===== config.mk =====
export PLATFORM = sky130hd
export DESIGN_NAME = disk_image_sector_chain_walker
export DESIGN_NICKNAME = d
export VERILOG_FILES = /design/src/sv/dscw_pkg.sv /design/src/sv/dscw_offset.sv /design/src/sv/dscw_core.sv /design/src/sv/disk_image_sector_chain_walker.sv
export SDC_FILE = /design/constraint.sdc
export NUM_CORES = 1
export LEC_CHECK = 0
export ABC_AREA = 0
export BUFFER_PORTS_ARGS = -buffer_cell sky130_fd_sc_hd__buf_4
export CAP_MARGIN = 30
export CORE_ASPECT_RATIO = 0.8
export CORE_MARGIN = 3
export CORE_UTILIZATION = 40
export CTS_BUF_LIST = sky130_fd_sc_hd__clkbuf_2 sky130_fd_sc_hd__clkbuf_4 sky130_fd_sc_hd__clkbuf_8
export CTS_CLUSTER_SIZE = 8
export DETAILED_ROUTE_END_ITERATION = 10
export GPL_TIMING_DRIVEN = 0
export PLACE_DENSITY = 0.59
export RECOVER_POWER = 50
export SETUP_SLACK_MARGIN = 0.15
export SYNTH_ARGS = -nofsm -noshare
export SYNTH_HDL_FRONTEND = slang
export SYNTH_SLANG_ARGS = --single-unit

===== constraint.sdc =====
create_clock -name clk -period 17 [get_ports clk]
set_clock_uncertainty 0.2 [all_clocks]
set_input_delay 1.7 -clock clk [delete_from_list [all_inputs] [get_ports clk]]
set_output_delay 1.7 -clock clk [all_outputs]
set_load 0.05 [all_outputs]

===== src/sv/dscw_pkg.sv =====
`timescale 1ns / 1ps
// ----------------------------------------------------------------------------
// dscw_pkg: shared types and constants of the sector chain walker
// Command, status, register and image kind codes, the result record and
// the zoned sector table of the single and double sided image formats.
// ----------------------------------------------------------------------------
package dscw_pkg;

	localparam int unsigned SIDE_TRACKS     = 40;
	localparam int unsigned SECTOR_PAYLOAD  = 254;
	localparam int unsigned SIDE_ONE_TRACKS = 35;
	localparam int unsigned FLAT_TRACKS     = 80;
	localparam int unsigned FLAT_SECTORS    = 40;
	localparam int unsigned LEN_W           = 20;
	localparam int unsigned BLK_W           = 12;
	localparam logic [2:0]  TYPE_PROGRAM    = 3'd2;

	localparam logic [1:0] CMD_START = 2'd0;
	localparam logic [1:0] CMD_LINK  = 2'd1;
	localparam logic [1:0] CMD_FAIL  = 2'd2;
	localparam logic [1:0] CMD_NONE  = 2'd3;

	localparam logic [1:0] ST_OK      = 2'd0;
	localparam logic [1:0] ST_NOT_PRG = 2'd1;
	localparam logic [1:0] ST_TOO_BIG = 2'd2;

	localparam logic [1:0] KIND_SINGLE = 2'd0;
	localparam logic [1:0] KIND_DOUBLE = 2'd1;
	localparam logic [1:0] KIND_FLAT   = 2'd2;

	localparam logic CFG_IMAGE_KIND   = 1'b0;
	localparam logic CFG_BUFFER_BYTES = 1'b1;

	localparam logic [LEN_W-1:0] BUFFER_RESET = 20'd65536;

	typedef struct packed {
		logic             fetch_request;
		logic [LEN_W-1:0] fetch_offset;
		logic [7:0]       copy_bytes;
		logic             finished;
		logic [1:0]       status;
		logic [LEN_W-1:0] total_bytes;
	} result_t;

	// sectors of the zoned layout that lie before track n+1
	function automatic logic [9:0] zoned_before(input logic [5:0] n);
		logic [9:0] r;
		if (n <= 6'd17)
			r = 10'(21 * int'(n));
		else if (n <= 6'd24)
			r = 10'(357 + 19 * (int'(n) - 17));
		else if (n <= 6'd30)
			r = 10'(490 + 18 * (int'(n) - 24));
		else
			r = 10'(598 + 17 * (int'(n) - 30));
		return r;
	endfunction

endpackage


===== src/sv/dscw_offset.sv =====
`timescale 1ns / 1ps
// ----------------------------------------------------------------------------
// dscw_offset: track and sector to image byte offset
// Maps a track and sector to the byte offset of the sector in the image and
// flags tracks that lie outside the selected format.
// ----------------------------------------------------------------------------
module dscw_offset (
	input  logic [1:0]                 image_kind,
	input  logic [7:0]                 track_num,
	input  logic [7:0]                 sector_num,
	output logic                       track_ok,
	output logic [dscw_pkg::LEN_W-1:0] offset
);

	logic [7:0]                 side_track;
	logic [9:0]                 side_base;
	logic [7:0]                 prev_track;
	logic [dscw_pkg::BLK_W-1:0] blocks;
	logic                       second_side;

	assign second_side = (image_kind == dscw_pkg::KIND_DOUBLE)
		&& (track_num > 8'(dscw_pkg::SIDE_ONE_TRACKS));
	assign side_track  = second_side ? track_num - 8'(dscw_pkg::SIDE_ONE_TRACKS) : track_num;
	assign side_base   = second_side
		? dscw_pkg::zoned_before(6'(dscw_pkg::SIDE_ONE_TRACKS)) : 10'd0;
	assign prev_track  = (image_kind == dscw_pkg::KIND_FLAT) ? track_num - 8'd1
		: side_track - 8'd1;

	always_comb begin
		if (image_kind == dscw_pkg::KIND_FLAT) begin
			track_ok = (track_num != 8'd0) && (track_num <= 8'(dscw_pkg::FLAT_TRACKS));
			blocks   = BLK_W_cast(prev_track) * 12'(dscw_pkg::FLAT_SECTORS)
				+ {4'd0, sector_num};
		end else begin
			track_ok = (side_track != 8'd0) && (side_track <= 8'(dscw_pkg::SIDE_TRACKS));
			blocks   = {2'd0, side_base} + {2'd0, dscw_pkg::zoned_before(prev_track[5:0])}
				+ {4'd0, sector_num};
		end
	end

	assign offset = {blocks, 8'h00};

	function automatic logic [dscw_pkg::BLK_W-1:0] BLK_W_cast(input logic [7:0] v);
		return {4'd0, v};
	endfunction

endmodule


===== src/sv/dscw_core.sv =====
`timescale 1ns / 1ps
// ----------------------------------------------------------------------------
// dscw_core: chain state and result logic
// Holds the chain flag and the loaded length, forms the result of one item
// and advances the state when that item moves to the output register.
// ----------------------------------------------------------------------------
module dscw_core (
	input  logic                       clk,
	input  logic                       arst_n,
	input  logic                       advance,
	input  logic [1:0]                 image_kind,
	input  logic [dscw_pkg::LEN_W-1:0] buffer_bytes,
	input  logic [1:0]                 cmd,
	input  logic [7:0]                 track_num,
	input  logic [7:0]                 sector_num,
	input  logic [7:0]                 file_type,
	output dscw_pkg::result_t          result
);

	logic                       active_q;
	logic [dscw_pkg::LEN_W-1:0] length_q;
	logic                       active_d;
	logic [dscw_pkg::LEN_W-1:0] length_d;
	logic                       track_ok;
	logic [dscw_pkg::LEN_W-1:0] offset;
	logic [7:0]                 link_len;
	logic [dscw_pkg::LEN_W-1:0] sum_len;
	logic                       fits_start;
	logic                       fits_sum;

	dscw_offset u_offset (
		.image_kind (image_kind),
		.track_num  (track_num),
		.sector_num (sector_num),
		.track_ok   (track_ok),
		.offset     (offset)
	);

	assign link_len   = (track_num != 8'd0) ? 8'(dscw_pkg::SECTOR_PAYLOAD)
		: ((sector_num == 8'd0) ? 8'd0 : sector_num - 8'd1);
	assign sum_len    = length_q + {12'd0, link_len};
	assign fits_start = 21'(dscw_pkg::SECTOR_PAYLOAD) <= {1'b0, buffer_bytes};
	assign fits_sum   = ({1'b0, sum_len} + 21'(dscw_pkg::SECTOR_PAYLOAD))
		<= {1'b0, buffer_bytes};

	always_comb begin
		result   = '0;
		active_d = active_q;
		length_d = length_q;
		case (cmd)
			dscw_pkg::CMD_START: begin
				active_d = 1'b0;
				length_d = '0;
				if (file_type[2:0] != dscw_pkg::TYPE_PROGRAM || track_num == 8'd0) begin
					result.finished = 1'b1;
					result.status   = dscw_pkg::ST_NOT_PRG;
				end else if (!fits_start) begin
					result.finished = 1'b1;
					result.status   = dscw_pkg::ST_TOO_BIG;
				end else if (!track_ok) begin
					result.finished = 1'b1;
				end else begin
					result.fetch_request = 1'b1;
					result.fetch_offset  = offset;
					active_d             = 1'b1;
				end
			end
			dscw_pkg::CMD_FAIL: begin
				result.total_bytes = length_q;
				if (active_q) begin
					result.finished = 1'b1;
					active_d        = 1'b0;
				end
			end
			dscw_pkg::CMD_LINK: begin
				result.total_bytes = length_q;
				if (active_q) begin
					if (link_len == 8'd0) begin
						result.finished = 1'b1;
						active_d        = 1'b0;
					end else begin
						length_d           = sum_len;
						result.copy_bytes  = link_len;
						result.total_bytes = sum_len;
						if (!fits_sum) begin
							result.finished    = 1'b1;
							result.status      = dscw_pkg::ST_TOO_BIG;
							result.total_bytes = '0;
							active_d           = 1'b0;
						end else if (track_num == 8'd0 || !track_ok) begin
							result.finished = 1'b1;
							active_d        = 1'b0;
						end else begin
							result.fetch_request = 1'b1;
							result.fetch_offset  = offset;
						end
					end
				end
			end
			default: begin
				result.total_bytes = length_q;
			end
		endcase
	end

	always_ff @(posedge clk or negedge arst_n) begin
		if (!arst_n) begin
			active_q <= 1'b0;
			length_q <= '0;
		end else if (advance) begin
			active_q <= active_d;
			length_q <= length_d;
		end
	end

endmodule


===== src/sv/disk_image_sector_chain_walker.sv =====
`timescale 1ns / 1ps
// ----------------------------------------------------------------------------
// disk_image_sector_chain_walker: file sector chain walker for disk images
// Follows the track and sector links of a program file and reports the image
// offset of every sector to fetch, the bytes to copy and the running length.
// ----------------------------------------------------------------------------
// Usage: write image_kind (index 0) and buffer_bytes (index 1) through the
// cfg_we / cfg_index / cfg_data port while no item is in flight. Send a start
// item (cmd 0) with the directory entry, then one link item (cmd 1) with the
// two link bytes of every sector fetched, or a fail item (cmd 2) when a fetch
// could not be done. Every input item gives exactly one result item.
// Both channels use valid/ready. An accepted item is held in the input
// register and its result is loaded into the output register once that
// register is empty or being read. One item is taken per cycle while the
// receiver keeps up; the rate is set by the single pass through the offset
// table, add and compare between the two registers.
// When the receiver stalls, the result holds and one more item can wait in
// the input register; in_ready drops only when both are full.
// Reset clears both valid flags, the chain state and the length, and sets
// the image kind to single sided and the buffer size to 65536 bytes.
// ----------------------------------------------------------------------------
module disk_image_sector_chain_walker (
	input  logic                       clk,
	input  logic                       arst_n,
	input  logic                       cfg_we,
	input  logic                       cfg_index,
	input  logic [dscw_pkg::LEN_W-1:0] cfg_data,
	input  logic                       in_valid,
	output logic                       in_ready,
	input  logic [1:0]                 cmd,
	input  logic [7:0]                 track_num,
	input  logic [7:0]                 sector_num,
	input  logic [7:0]                 file_type,
	output logic                       out_valid,
	input  logic                       out_ready,
	output logic                       fetch_request,
	output logic [dscw_pkg::LEN_W-1:0] fetch_offset,
	output logic [7:0]                 copy_bytes,
	output logic                       finished,
	output logic [1:0]                 status,
	output logic [dscw_pkg::LEN_W-1:0] total_bytes
);

	logic [1:0]                 image_kind_q;
	logic [dscw_pkg::LEN_W-1:0] buffer_bytes_q;
	logic                       valid_s1;
	logic [1:0]                 cmd_s1;
	logic [7:0]                 track_s1;
	logic [7:0]                 sector_s1;
	logic [7:0]                 type_s1;
	logic                       valid_s2;
	dscw_pkg::result_t          res_s2;
	dscw_pkg::result_t          result;
	logic                       advance;

	assign advance  = valid_s1 && (!valid_s2 || out_ready);
	assign in_ready = !valid_s1 || advance;

	dscw_core u_core (
		.clk          (clk),
		.arst_n       (arst_n),
		.advance      (advance),
		.image_kind   (image_kind_q),
		.buffer_bytes (buffer_bytes_q),
		.cmd          (cmd_s1),
		.track_num    (track_s1),
		.sector_num   (sector_s1),
		.file_type    (type_s1),
		.result       (result)
	);

	always_ff @(posedge clk or negedge arst_n) begin
		if (!arst_n) begin
			image_kind_q   <= dscw_pkg::KIND_SINGLE;
			buffer_bytes_q <= dscw_pkg::BUFFER_RESET;
		end else if (cfg_we) begin
			unique case (cfg_index)
				dscw_pkg::CFG_IMAGE_KIND:   image_kind_q   <= cfg_data[1:0];
				dscw_pkg::CFG_BUFFER_BYTES: buffer_bytes_q <= cfg_data;
				default: ;
			endcase
		end
	end

	always_ff @(posedge clk or negedge arst_n) begin
		if (!arst_n) begin
			valid_s1 <= 1'b0;
		end else if (in_ready) begin
			valid_s1 <= in_valid;
		end
	end

	always_ff @(posedge clk) begin
		if (in_ready && in_valid) begin
			cmd_s1    <= cmd;
			track_s1  <= track_num;
			sector_s1 <= sector_num;
			type_s1   <= file_type;
		end
	end

	always_ff @(posedge clk or negedge arst_n) begin
		if (!arst_n) begin
			valid_s2 <= 1'b0;
		end else if (advance) begin
			valid_s2 <= 1'b1;
		end else if (out_ready) begin
			valid_s2 <= 1'b0;
		end
	end

	always_ff @(posedge clk) begin
		if (advance) begin
			res_s2 <= result;
		end
	end

	assign out_valid     = valid_s2;
	assign fetch_request = res_s2.fetch_request;
	assign fetch_offset  = res_s2.fetch_offset;
	assign copy_bytes    = res_s2.copy_bytes;
	assign finished      = res_s2.finished;
	assign status        = res_s2.status;
	assign total_bytes   = res_s2.total_bytes;

endmodule


==> summary.md <==
| Metric | Value |
|---|---|
| Status | complete, but fails checks |
| Failing checks | capacitance limit, slew limit |
| Via density | approximately 5.4 |
| Setup crit end kind | flip-flop |
| Final WL | between 20 and 30 mm |
| Pwr/cell area | ~200 nW/µm² |
| Unique masters post-synth | 91 |
| Asr flop ratio synth | approximately two fifths |
| Clock buffer count from CTS | 9 |
| Top delay family on crit path | adder cells |
| Cell taking the most area after synthesis | edfxtp_1 |
| TritonCTS clock tree | built |
| ANT nets after route | 0 |
| Most frequent cells after synthesis | 131 x ha_1, 89 x inv_1, 89 x nand2_1, 65 x edfxtp_1, 65 x xnor2_1 |
| DR vias | between 8000 and 9000 |
| Clock root buffer | clkbuf_8 |
| GP Congestion | approximately 0.90 |
| Top post-synthesis cells by area | edfxtp_1 19%, ha_1 16%, dfrtp_1 11% |
| Syn avg cell area | 9.41 µm² |
| H-tree level count | 3 |
| Worst vdd ir | a little over 100 µV |
| Critical path capture point | fetch_offset[18]$_DFFE_PP_ |
| HP Class | reg -> reg |
| Skew-Pair Late Insertion Delay | roughly 0.41 ns |
| Initial antenna violation count | 1 |
| Hold buffer count at cts | 0 |
| Clock slew at reported path FFs | between 0.1 and 0.15 ns |
| Initial Util | between 40% and 50% |
| Critical Path RT | ~17 ns |
| Final worst setup slack | 7.67 ns |
| Fin area | 11500 µm² |
| DR iter-0 viols | 647 |
| Period utilization | a little over half |
| Cells after Synth | approximately 1100 |
| Drt first pass iters | 5 |
| Most numerous cell in the Yosys netlist | ha_1 |
| Hold_ws | approximately 0.32 ns |
| Capturing point of the worst reg2reg path | fetch_offset[18]$_DFFE_PP_ |
| Placed insts | between 1000 and 1500 |
| Fmax | ~110 MHz |
| Fin. Hold Viols | 0 |
| Post-synth top area share | a little under a fifth |
| Row count | just over 50 |
| Full die area | 27400 µm² |
| Top FF cell, synth | edfxtp_1 |
| Reg2Reg Depth | 32 |
| Unrepaired setup endpoints after global routing | false |
| Final setup viols | 0 |
| Syn-to-layout area delta | 12.9% |
| Flop-to-flop setup slack | around 7.7 ns |
| First-pass GRT wire length | around 40 mm |
| CP max-delay cell | a21oi_1 |
| Seq/Total Area, Yosys | between 30% and 40% |
| Max Cap Viol | 2 |
| I/O pin count | around 110 |
| Die Height | between 100 and 150 µm |
| DRC Markers | 0 |
| Crit-path max cell delay | about 0.90 ns |
| HPWL after detailed placement | 20.9 mm |
| Antenna Cells | 0 |
| Maximum buffer depth of the clock tree | 2 |
| Slew @ Worst Pin | around 2.6 ns |
| Slew HR | -74.7% |
| Overall Global Routing Usage | between 10% and 20% |
| Final Slew Violations | 82 |
| Worst setup startpoint | track_s1[3]$_DFFE_PP_ |
| Largest net degree at the start of global routing | between 40 and 50 |
| Worst Path Max Fanout | 10 |
| Lkg Pwr | 5.10 nW |
| Reg2reg start | track_s1[3]$_DFFE_PP_ |
| Post-synth EDFFs | between 60 and 70 |
| Clk sinks | 110 |
| Setup TNS | 0 ns |
| Levels on crit path | 32 |
| Count of state elements after synthesis | 110 |
| Yosys warnings | 0 |
| Placed Area | around 11000 µm² |
| CP Data Arrival Time | between 9 and 10 ns |
| Min Clock Period, post-route | slightly above 9 ns |
| Total setup buffers inserted after CTS | 0 |
| Mapped Area | between 10000 and 15000 µm² |
| Crit path buf inv count | 7 |
| Vias in the first global route | ~7600 |
| Fin cells | ~1500 |
| Post-layout nets | ~1400 |
| Core area | roughly 25000 µm² |
| Proportion of layout cells with a drive suffix above 1 | between 10 and 15% |
| Worst slack, placed | just under 8 ns |
| Fin util | 46.6% |
| Total power draw | between 2 and 2.5 mW |
| Die width | between 150 and 200 µm |
| Grt ovf | 0 |
| Wire per inst | 17.0 µm |
| Critical path class | reg -> reg |
| IO buf count | slightly above 90 |
| Resize count post-CTS | 0 |
| Crit path launch type | flip-flop |
[where the power goes]
| part | total [mW] | leakage, nW | internal [mW] | switching [mW] |
|---|---|---|---|---|
| sequential | 0.335 | 1.21 | 0.314 | 0.0208 |
| combinational | 1.79 | 3.78 | 0.772 | 1.02 |
| clock | 0.169 | 0.104 | 0.0598 | 0.109 |
[cells by family after synthesis]
family	Yosys count	synth area share [%]
other	1	0.0369
flip-flops	110	30.3
AND/OR/NAND/NOR	292	14.7
AO/OA/AOI/OAI	262	17.4
XOR/XNOR	106	9.67
multiplexers	28	3.06
adder cells (fa/ha/maj)	147	19.3
buffers and inverters	134	5.59
[flip-flops by register name (all words and copies together), names as in the netlist]
| signal | cells |
|---|---|
| out_valid | 1 |
| fetch_request | 1 |
| status | 2 |
| fetch_offset | 12 |
| track_s1 | 8 |
| buffer_bytes_q | 20 |
| cmd_s1 | 2 |
| valid_s1 | 1 |
| finished | 1 |
| image_kind_q | 2 |
| total_bytes | 20 |
| type_s1 | 3 |
| u_core.active_q | 1 |
| sector_s1 | 8 |
| u_core.length_q | 20 |
| copy_bytes | 8 |
[worst reg2reg max path, delay by kind of cell, from the launching register on]
family	cells	cell delay, ns
DFF	1	0.52
and+or+nand+nor	2	0.77
AOI/OAI and AO/OA	10	2.79
adders and majority gates	9	3.08
xor gates and xnor gates	4	0.94
buffers and inverters	7	0.85
[final cells by class]
cell class | count | area, µm²
inverters | 94 | 355
clock inverters | 7 | 81.3
plain buffers | 40 | 213
fillers | 2425 | 13200
flip-flops and latches | 110 | 3080
well taps | 318 | 398
repair buffers | 94 | 694
clock buffers | 9 | 124
multi-input cells | 843 | 6530
[cells in the final DEF, fill, tap and decap left out, types with 8 or more instances in the layout]
master    instances
nor2_1           56
clkbuf_4         23
a211oi_1          9
nor3_1           21
and2_1           11
xor2_1           36
o21ai_0          44
nor4_1            8
o21bai_1          9
nand4_1          12
edfxtp_1         65
ha_1            131
dfrtp_1          44
clkbuf_8          9
o21a_1           12
conb_1            8
nand3_1          19
buf_4            76
fa_1             16
buf_2             8
inv_1            89
nor2b_1          17
and3_1            8
mux2_2           25
clkbuf_1         24
o31ai_1          26
nand2b_1         14
a21o_1           25
a21oi_1          59
a31oi_1          13
nand2_1          89
xnor2_1          65
[layer usage]
layer,track usage (%),wire length (µm)
met5,0,13
met3,3.69,1590
met1,31.3,14000
met4,3.14,184
met2,25.6,10000
[worst min-delay path by stage]
stage	from	end	slack, ns	cells after the start
finish	buffer_bytes_q[1]$_DFFE_PN0P_	buffer_bytes_q[1]$_DFFE_PN0P_	0.32	1
global route	buffer_bytes_q[2]$_DFFE_PN0P_	buffer_bytes_q[2]$_DFFE_PN0P_	0.35	1
CTS	buffer_bytes_q[1]$_DFFE_PN0P_	buffer_bytes_q[1]$_DFFE_PN0P_	0.32	1
detailed placement	buffer_bytes_q[4]$_DFFE_PN0P_	buffer_bytes_q[4]$_DFFE_PN0P_	0.30	1
global placement	valid_s1$_DFFE_PN0N_	out_valid$_DFFE_PN0P_	0.27	1
floorplan	valid_s1$_DFFE_PN0N_	out_valid$_DFFE_PN0P_	0.26	1
Note: power is estimated with default switching activity, not from simulation.
